<file path="config.mk">
export PLATFORM = sky130hd
export DESIGN_NAME = pqmr_ram
export DESIGN_NICKNAME = d
export VERILOG_FILES = /design/src/rtl/core/pqmr_ram.sv
export SDC_FILE = /design/constraint.sdc
export NUM_CORES = 1
export LEC_CHECK = 0
export ABC_CLOCK_PERIOD_IN_PS = 2100
export CAP_MARGIN = 25
export CORE_UTILIZATION = 50
export DETAILED_ROUTE_END_ITERATION = 12
export DONT_BUFFER_PORTS = 1
export GPL_ROUTABILITY_DRIVEN = 1
export HOLD_SLACK_MARGIN = 0.12
export SYNTH_ARGS = -nofsm -noshare
export SYNTH_HDL_FRONTEND = slang
export SYNTH_SLANG_ARGS = --single-unit
export TNS_END_PERCENT = 20
</file>
<file path="constraint.sdc">
create_clock -name clk -period 2.1 [get_ports clk]
set_clock_uncertainty 0.1 [all_clocks]
set_input_delay 0.105 -clock clk [delete_from_list [all_inputs] [get_ports clk]]
set_output_delay 0.105 -clock clk [all_outputs]
set_load 0.01 [all_outputs]
</file>
<file path="src/rtl/core/pqmr_ram.sv">
// ----------------------------------------------------------------------------
// pqmr_ram
// Generic single write port, single read port RAM with registered read data.
// ----------------------------------------------------------------------------
module pqmr_ram #(
  parameter int WIDTH = 8,
  parameter int DEPTH = 16
) (
  input  logic                                        clk,
  input  logic                                        we,
  input  logic [((DEPTH > 1) ? $clog2(DEPTH) : 1)-1:0] waddr,
  input  logic [WIDTH-1:0]                            wdata,
  input  logic                                        re,
  input  logic [((DEPTH > 1) ? $clog2(DEPTH) : 1)-1:0] raddr,
  output logic [WIDTH-1:0]                            rdata
);
  logic [WIDTH-1:0] mem [DEPTH];

  always_ff @(posedge clk) begin
    if (we) begin
      mem[waddr] <= wdata;
    end
    if (re) begin
      rdata <= mem[raddr];
    end
  end
endmodule

</file>
# Word-level counts from Yosys, hierarchy flattened
# Memory sizes are Yosys's and may differ from the RTL's. A register that Yosys moved wholly into a read port is not among the register bits.
# Cells that the tools add are included.
# totals
reg_bits	0
ram_bits	128
in_bits	19
output_inout_bits	8
wordCells	3
n_memories	1
# memory_table
name	depth	word_bits	rd	rd_ports_with_merged_regs	write_ports	line_no	text
mem	16	8	1	1	1	17	logic [WIDTH-1:0] mem [DEPTH];
# classes
n_mux	2
# op_table
cell	count
$mux 1	2

# Longest topological paths before layout
# Gate-level depths: netlist of the first run.
# depth
word_depth	2
depth_mapped	5
mapped_depth_nobuf	3

# Worst setup path before layout of the first run
# OpenSTA, ideal clock, no wires.
# synth_timing
path_kind	input to register
start	in waddr[2] (netlist bit)
end	mem mem[0][0] (enable)
setup_time_ns	0.383
arrival_time_ns	1.215
t_required_ns	1.617
path_slack_ns	0.402
stages	2
path_buffers	0
cell_sequence	or3b_2 nor3_1
# synth_lines
item	line_no	text
start: declaration	11	input logic [((DEPTH > 1) ? $clog2(DEPTH) : 1)-1:0] waddr,
end: declaration	17	
# No word-level cell before the write port.

==> impl_metrics.json, run 1 <==
{
  "max-slew-margin-rel_pct": 44.68,
  "synth_area_per_cell_um2": 22.83,
  "path_class": "flip-flop to flip-flop",
  "path_buf_inv": 1,
  "place.port_buffers": 0,
  "initial_core_util_pct": 52.51,
  "slew_viol_final": 0,
  "syn_nets": 248,
  "ios": 27,
  "placed_cells": 369,
  "rows": 36,
  "avgRoutedWirePerCell_um": 23.25,
  "die_h_um": 104.3,
  "clock-root-buffer": "clkbuf_8",
  "rsz0062_at_grt": "no",
  "grt_pass1_wl_mm": 15.49,
  "power_mw": 6.480,
  "clk_latency_ns": 0.51,
  "htreeDepth": 4,
  "globalplace.congestion": 0.7433,
  "drt-pass1-iter-count": 4,
  "avgViaCountPerCell": 5.751,
  "placed_area_um2": 5435,
  "hold_class": "input pin to flip-flop",
  "yosysSeqAreaShare_pct": 78.12,
  "wirelength_mm": 9.997,
  "die_w_um": 104.3,
  "postSynth.asyncResetShare_pct": 0,
  "crit_path_max_incr_delay_ns": 0.59,
  "p_leak_nw": 2.137,
  "fin_ws_ns": 0.06498,
  "status": "finished clean",
  "final_nets": 303,
  "finalHoldViolCount": 0,
  "cp.required_ns": 2.26,
  "antenna_cells": 0,
  "antenna_found_initial": 0,
  "yosysMostFrequentCell": "edfxtp_1",
  "synthCells": 229,
  "dp_hpwl_mm": 6.038,
  "cts_tree": "yes",
  "crit_family": "buffers and inverters",
  "yosysTopAreaCellShare_pct": 78.12,
  "yosys.area.top_type": "edfxtp_1",
  "path_cells": "mux4_2 -> a22oi_1 -> dlygate4sd3_1 -> nand2_1",
  "yosys.cell_types.count": 18,
  "drive_gt1_share_pct": 23.57,
  "drc": 0,
  "synth_common_cells": "edfxtp_1 (136), mux4_2 (18), a22oi_1 (16)",
  "first_global_vias": 2672,
  "final_cells": 430,
  "rr_worst_depth": 4,
  "fmaxAchievable_ghz": 0.4914,
  "path_clk_slew_ns": 0.06,
  "min_period_over_period_pct": 96.91,
  "fin_tns_setup_ns": 0,
  "synth_edf_count": 136,
  "synth_area_um2": 5228,
  "yosys_warnings": 0,
  "worst_pin_slew_ns": 0.8281,
  "gr-usage-all-layers_pct": 20.18,
  "crit_cells": 4,
  "die-area_um2": 10870,
  "globalRoute.totalOverflow": 0,
  "place_ws_ns": 0.4399,
  "cts_inserted_buffers": 17,
  "ys_top_cells_by_area": "edfxtp_1 (78%), mux4_2 (7.8%), mux4_1 (7.0%), a22oi_1 (2.3%), nor2_1 (0.93%)",
  "clockBufferDepth": 2,
  "drtAntennaViolNets": 0,
  "cts_sinks": 136,
  "first_iter_violations": 188,
  "setup_viol": 0,
  "syn2layout_area_growth_pct": 22.33,
  "endpoint_kind": "flip-flop",
  "powerDensity_nw_per_um2": 1013,
  "crit_arrival_ns": 2.19,
  "cap_viol_max_count": 0,
  "min_period_ns": 2.035,
  "core_um2": 9955,
  "num_vias": 2473,
  "ys_ff_latch": 136,
  "irDropWorstVdd_mv": 0.6103,
  "cp-start-kind": "flip-flop",
  "grt_max_degree": 33,
  "holdPathStages": 4,
  "slowest_stage": "dlygate4sd3_1",
  "path_max_fanout": 1,
  "ys.flop_type": "edfxtp_1",
  "fin_area_um2": 6395
}
## final timing paths
check / startpoint / to / slack, ns
max: mem[11][7] / rdata[7] / 0.06
min: raddr[0] / rdata[2] / 0.14
max reg2reg: mem[11][7] / rdata[7] / 0.06
min reg2reg: mem[14][3] / rdata[3] / 0.66
## power by group
part | switching [mW] | internal, mW | leakage (nW)
Combinational | 0.154 | 0.136 | 0.600
Clock | 1.05 | 2.05 | 0.300
Sequential | 0.0231 | 3.06 | 1.24
## kinds of logic after synthesis
group / Yosys count / synth area share [%]
flops: 136 / 78.12
simple gates: 35 / 3.136
mux: 32 / 14.79
compound gates: 16 / 2.298
buf+inv: 10 / 1.651
## flip-flops by register name (all words and copies together), names as in the netlist
name / cells
rdata: 8
mem: 128
## metal layers
| layer | share of wire, % | global-route usage, % | wire (µm) |
|---|---|---|---|
| met5 | 0 | 0 | 0 |
| met4 | 1.3 | 6.837 | 127 |
| met3 | 5.2 | 5.451 | 519 |
| met2 | 49 | 31.52 | 4933 |
| met1 | 44 | 27.80 | 4417 |
## layout make-up
cell class,instances,area [µm²]
clock inverters,11,197.7
well taps,133,166.4
clock buffers,21,429.2
multi-input cells,83,1077
repair buffers,46,440.4
flip-flops and latches,136,4084
fillers,652,3560
## cells in the final DEF, fill, tap and decap left out, drive strengths merged, types with 4 or more instances in the layout
cell | synthesis | routed
a22oi | 16 | 16
buf | 7 | 19
bufinv | 0 | 5
clkbuf | 0 | 21
clkinv | 0 | 5
dlygate4sd3 | 0 | 26
edfxtp | 136 | 136
mux4 | 32 | 32
nand2 | 9 | 9
nor2 | 13 | 13
nor3 | 4 | 4
## tightest hold or removal path, stage by stage
cell	delay (ns)
mux4_1	0.19
dlymetal6s4s_1	0.19
a22oi_2	0.08
nand2_1	0.07
## repair_timing
action / in CTS / in global routing
resized for setup: 0 / 5
hold buffers: 28 / 2
endpoints found under the setup margin: 0 / 4
buffers inserted: 0 / 0
endpoints found under the hold margin: 272 / 2
## through the flow
stage,utilization [%],hold WS [ns]
2_1_floorplan,-,0.1039
3_3_place_gp,54.60,0.1047
5_1_grt,64.24,0.1471
4_1_cts,63.91,0.1205
6_report,64.24,0.1419
3_5_place_dp,54.60,0.1046
(Power assumes the default switching activity.)
==> run 2: changes to the inputs <==
- ABC_CLOCK_PERIOD_IN_PS: 2100 -> 2050
- CORE_MARGIN: not set -> 2
- clock period: 2.1 -> 2.05 ns (I/O delays scaled with it)
==> run 2 against run 1 <==
Against the previous run: hold slack worse by 0.038 ns; sequential share of layout area down 0.46 points; cell area rose by 0.72%; setup slack about the same; critical path depth is the same; register-to-register slack is essentially flat; routed wire length is 7.4% higher; critical endpoint is now rdata[4].
==> impl_metrics.json, run 2 (same netlist as run 1, synthesis figures left out) <==
{
  "status": "finished clean",
  "fin_ws_ns": 0.06474,
  "fmaxAchievable_ghz": 0.5037,
  "final_common_cell": "edfxtp_1",
  "avgRoutedWirePerCell_um": 24.50,
  "p_clk_share_pct": 47.7,
  "wirelength_mm": 10.73,
  "seqPwrFrac_pct": 47.6,
  "die_w_um": 106.3,
  "dp_hpwl_mm": 6.267,
  "path_max_fanout": 1,
  "htreeDepth": 4,
  "irDropWorstVdd_mv": 0.5650,
  "hold_class": "input pin to flip-flop",
  "globalplace.congestion": 0.7258,
  "p_leak_nw": 2.183,
  "finalHoldViolCount": 0,
  "initial_core_util_pct": 51.09,
  "holdWs_ns": 0.1035,
  "cts_inserted_buffers": 17,
  "largest_reg_flops": 128,
  "power_mw": 6.638,
  "fin_tns_setup_ns": 0,
  "min_to": "rdata[2]",
  "syn2layout_area_growth_pct": 23.22,
  "die-area_um2": 11290,
  "fill_cells": 692,
  "globalRoute.totalOverflow": 0,
  "cp-start-kind": "flip-flop",
  "final_cell_mix": "edfxtp_1 (136), dlygate4sd3_1 (26), buf_4 (20), mux4_2 (18), clkbuf_16 (16)",
  "slew_viol_final": 0,
  "drive_gt1_share_pct": 24.50,
  "path_clk_slew_ns": 0.06,
  "largestRegisters": "mem x128, rdata x8",
  "combPwrFrac_pct": 4.6,
  "grt_pass1_wl_mm": 16.18,
  "cp.required_ns": 2.21,
  "regArea_um2": 4084,
  "path_cells": "mux4_2 -> dlygate4sd3_1 -> a22oi_2 -> nand2_1",
  "drc": 0,
  "rr_worst_depth": 4,
  "slowest_stage": "dlygate4sd3_1",
  "min_period_over_period_pct": 96.84,
  "place.port_buffers": 0,
  "path_buf_inv": 1,
  "drt-pass1-iter-count": 5,
  "clock-root-buffer": "clkbuf_8",
  "die_h_um": 106.3,
  "core_um2": 10230,
  "drtAntennaViolNets": 0,
  "worst_pin_slew_ns": 0.5765,
  "placed_cells": 375,
  "ios": 27,
  "internal_power_mw": 5.357,
  "crit_family": "buffers and inverters",
  "num_vias": 2511,
  "holdPathStages": 4,
  "cts_tree": "yes",
  "antenna_found_initial": 0,
  "first_iter_violations": 254,
  "hp-start": "raddr[0]",
  "gr-usage-all-layers_pct": 21.11,
  "rows": 37,
  "cap_viol_max_count": 0,
  "switchingPower_mw": 1.281,
  "final_nets": 308,
  "r2r-start": "mem[3][4]",
  "crit_path_max_incr_delay_ns": 0.58,
  "final_cells": 438,
  "crit_arrival_ns": 2.14,
  "setup_viol": 0,
  "powerDensity_nw_per_um2": 1031,
  "multiInputGateArea_um2": 1077,
  "antenna_cells": 0,
  "timing.rr.end": "rdata[4]",
  "avgViaCountPerCell": 5.733,
  "min_period_ns": 1.985,
  "cts_sinks": 136,
  "max-slew-margin-rel_pct": 61.44,
  "path_class": "flip-flop to flip-flop",
  "endpoint_kind": "flip-flop",
  "netSwitchingFraction_pct": 19.30,
  "worst-r2r-setup-slack_ns": 0.06,
  "largest-register": "mem",
  "clk_latency_ns": 0.52,
  "place_ws_ns": 0.4033,
  "first_global_vias": 2680,
  "clockBufferDepth": 2,
  "grt_max_degree": 33
}
## run 2: cell count changes in the layout (fill, tap and decap cells not counted), sizes merged
cell	before	now
clkinv	5	7
clkinvlp	1	3
buf	19	22
clkbuf	21	17
dlymetal6s4s	1	3
## run 2: worst max-delay path by stage
stage	from	endpoint	slack (ns)	cells past startpoint
final	mem[3][4]	rdata[4]	0.06	4
after global routing	mem[2][4]	rdata[4]	-0.003	4
after detailed placement	mem[8][4]	rdata[4]	0.40	3
after global placement	mem[9][4]	rdata[4]	0.42	3
after floorplan	waddr[2]	mem[0][0]	0.35	2
after CTS	mem[11][7]	rdata[7]	0.04	4
## run 2: worst register-to-register path, cell delays in order, from the launching register on
cell and delay [ns]:
edfxtp_1 0.35, mux4_2 0.45, dlygate4sd3_1 0.58, a22oi_2 0.18, nand2_1 0.07
## run 2: metal layers
layer,share of wire (%),global-route usage [%]
met4,1.1,7.049
met2,49,31.87
met5,0,0
met3,6.3,6.254
met1,44,29.87
## run 2: timing repair
action	4_1_cts	5_1_grt
hold buffers	30	1
setup endpoints to repair	0	10
endpoints found under the hold margin	272	8
setup buffers	0	0
gates resized for setup	0	7
## run 2: power by group through the flow
stage,clock network (mW),logic (mW),registers (mW)
5_1_grt,3.36,0.331,3.17
4_1_cts,3.22,0.300,3.16
3_3_place_gp,0,0.175,3.22
2_1_floorplan,0,0.158,3.21
3_5_place_dp,0,0.176,3.22
6_report,3.17,0.308,3.16
## run 2: cell type report
type	count	share of cell area, %
sequential	136	63.40
multi-input combinational	83	16.72
timing repair buffer	51	7.576
clock buffer	17	6.430
clock inverter	15	3.225
tap	136	2.642
## run 2: per-stage QoR
stage / area (µm²) / util [%]
after floorplan: 5228 / -
after global placement: 5461 / 53.38
after detailed placement: 5461 / 53.38
after CTS: 6404 / 62.59
after global routing: 6441 / 62.96
final: 6441 / 62.96
==> run 3: changes to the inputs <==
- REMOVE_ABC_BUFFERS: not set -> 1
==> run 3 against run 2 <==
Against the previous run: fmax down 0.80%; count of clock-buffer cells in the layout up 4; die area unchanged; critical path depth unchanged; critical endpoint is now rdata[7]; sequential share of layout area up 0.70 points; sequential cell count unchanged; routed wire length down 2.1%; combinational power about the same; power up 1.2%; global-route usage down 0.92 points.
==> impl_metrics.json, run 3 (same netlist as run 1, synthesis figures left out) <==
{
  "rows": 37,
  "path_class": "flip-flop to flip-flop",
  "place.port_buffers": 0,
  "min_period_over_period_pct": 97.62,
  "cts_tree": "yes",
  "die_h_um": 106.3,
  "powerDensity_nw_per_um2": 1054,
  "antenna_found_initial": 0,
  "core_um2": 10230,
  "crit_arrival_ns": 2.17,
  "hold_class": "input pin to flip-flop",
  "drc": 0,
  "largest_reg_flops": 128,
  "r2r-start": "mem[15][7]",
  "crit_path_max_incr_delay_ns": 0.60,
  "die_w_um": 106.3,
  "drive_gt1_share_pct": 22.45,
  "crit_family": "buffers and inverters",
  "cap_viol_max_count": 0,
  "min_period_ns": 2.001,
  "clockBufferDepth": 2,
  "timing.rr.end": "rdata[7]",
  "initial_core_util_pct": 51.09,
  "endpoint_kind": "flip-flop",
  "holdPathStages": 4,
  "avgRoutedWirePerCell_um": 24.43,
  "hp-start": "raddr[1]",
  "rr_worst_depth": 4,
  "num_vias": 2491,
  "cts_inserted_buffers": 17,
  "irDropWorstVdd_mv": 0.5670,
  "syn2layout_area_growth_pct": 21.88,
  "globalplace.congestion": 0.6891,
  "globalRoute.totalOverflow": 0,
  "cp-start-kind": "flip-flop",
  "final_cell_mix": "edfxtp_1 (136), dlygate4sd3_1 (22), mux4_2 (19), clkbuf_16 (16), buf_4 (16)",
  "ios": 27,
  "drt-pass1-iter-count": 4,
  "fin_tns_setup_ns": 0,
  "clock-root-buffer": "clkbuf_8",
  "fill_cells": 710,
  "dp_hpwl_mm": 5.902,
  "largestRegisters": "mem x128, rdata x8",
  "final_common_cell": "edfxtp_1",
  "setup_viol": 0,
  "finalHoldViolCount": 0,
  "die-area_um2": 11290,
  "largest-register": "mem",
  "status": "finished clean",
  "rsz0062_at_grt": "no",
  "path_clk_slew_ns": 0.06,
  "final_nets": 300,
  "grt_max_degree": 33,
  "place_ws_ns": 0.4120,
  "min_to": "rdata[4]",
  "drtAntennaViolNets": 0,
  "first_global_vias": 2586,
  "path_max_fanout": 1,
  "slew_viol_final": 0,
  "worst_pin_slew_ns": 0.7550,
  "cts_sinks": 136,
  "htreeDepth": 4,
  "path_cells": "mux4_2 -> dlygate4sd3_1 -> a22oi_1 -> nand2_1",
  "grt_pass1_wl_mm": 15.59,
  "fin_ws_ns": 0.04883,
  "p_leak_nw": 2.147,
  "path_buf_inv": 1,
  "worst-r2r-setup-slack_ns": 0.05,
  "fmaxAchievable_ghz": 0.4997,
  "avgViaCountPerCell": 5.793,
  "holdWs_ns": 0.1212,
  "fin_util_pct": 62.27,
  "first_iter_violations": 176,
  "antenna_cells": 0,
  "wirelength_mm": 10.50,
  "clk_latency_ns": 0.52,
  "postCtsSetupRepairBufs": 0,
  "cp.required_ns": 2.22,
  "gr-usage-all-layers_pct": 20.18,
  "max-slew-margin-rel_pct": 49.56,
  "slowest_stage": "dlygate4sd3_1"
}
## run 3: cell types whose count changed in the layout (fill, tap and decap cells not counted), sizes merged
cell | before | now
buf | 22 | 18
bufinv | 5 | 6
clkbuf | 17 | 21
clkinv | 7 | 5
clkinvlp | 3 | 0
dlygate4sd3 | 26 | 22
## run 3: metrics by stage
step           instances  total power, mW  instance area (µm²)
5_1_grt              430            6.902                 6371
3_5_place_dp         371            3.391                 5431
4_1_cts              432            6.760                 6372
2_1_floorplan        219            3.335                 5141
3_3_place_gp         371            3.388                 5431
6_report             430            6.716                 6371
## run 3: what timing repair did
item,CTS,global route
hold buffers,29,1
hold endpoints to repair,272,3
resized for setup,0,7
setup endpoints to repair,0,4
## run 3: power by group
part | switching (mW) | leakage [nW] | internal, mW | total, mW
registers | 0.0229 | 1.24 | 3.14 | 3.16
clock network | 1.05 | 0.306 | 2.20 | 3.25
logic | 0.167 | 0.605 | 0.137 | 0.305
total | 1.24 | 2.15 | 5.48 | 6.72
## run 3: cell type report
type / count / area, µm² / area share (%)
well taps: 136 / 170.2 / 2.671
multi-input cells: 83 / 1069 / 16.77
clock buffers: 21 / 429.2 / 6.736
flip-flops and latches: 136 / 4084 / 64.10
repair buffers: 43 / 417.9 / 6.559
clock inverters: 11 / 201.4 / 3.162
## run 3: worst reg2reg max path, stage by stage, from the launching register on
cell	delay [ns]
edfxtp_1	0.35
mux4_2	0.49
dlygate4sd3_1	0.60
a22oi_1	0.15
nand2_1	0.07
## run 3: worst max path at each step
stage / from / to / slack, ns / cells past startpoint
2_1_floorplan: waddr[2] / mem[0][0] / 0.35 / 2
3_3_place_gp: mem[5][0] / rdata[0] / 0.44 / 3
3_5_place_dp: mem[6][0] / rdata[0] / 0.41 / 3
4_1_cts: mem[10][6] / rdata[6] / 0.03 / 4
5_1_grt: mem[13][7] / rdata[7] / 0.02 / 4
6_report: mem[15][7] / rdata[7] / 0.05 / 4
## run 3: layer usage
metal	vias up	track usage [%]	part of all wire, %	wire length [µm]
met3	13	5.579	5.1	538
met4	0	7.331	1.2	128
met2	81	30.08	47	4971
met5	-	0	0	0
li1	1085	-	-	-
met1	1312	28.95	46	4865
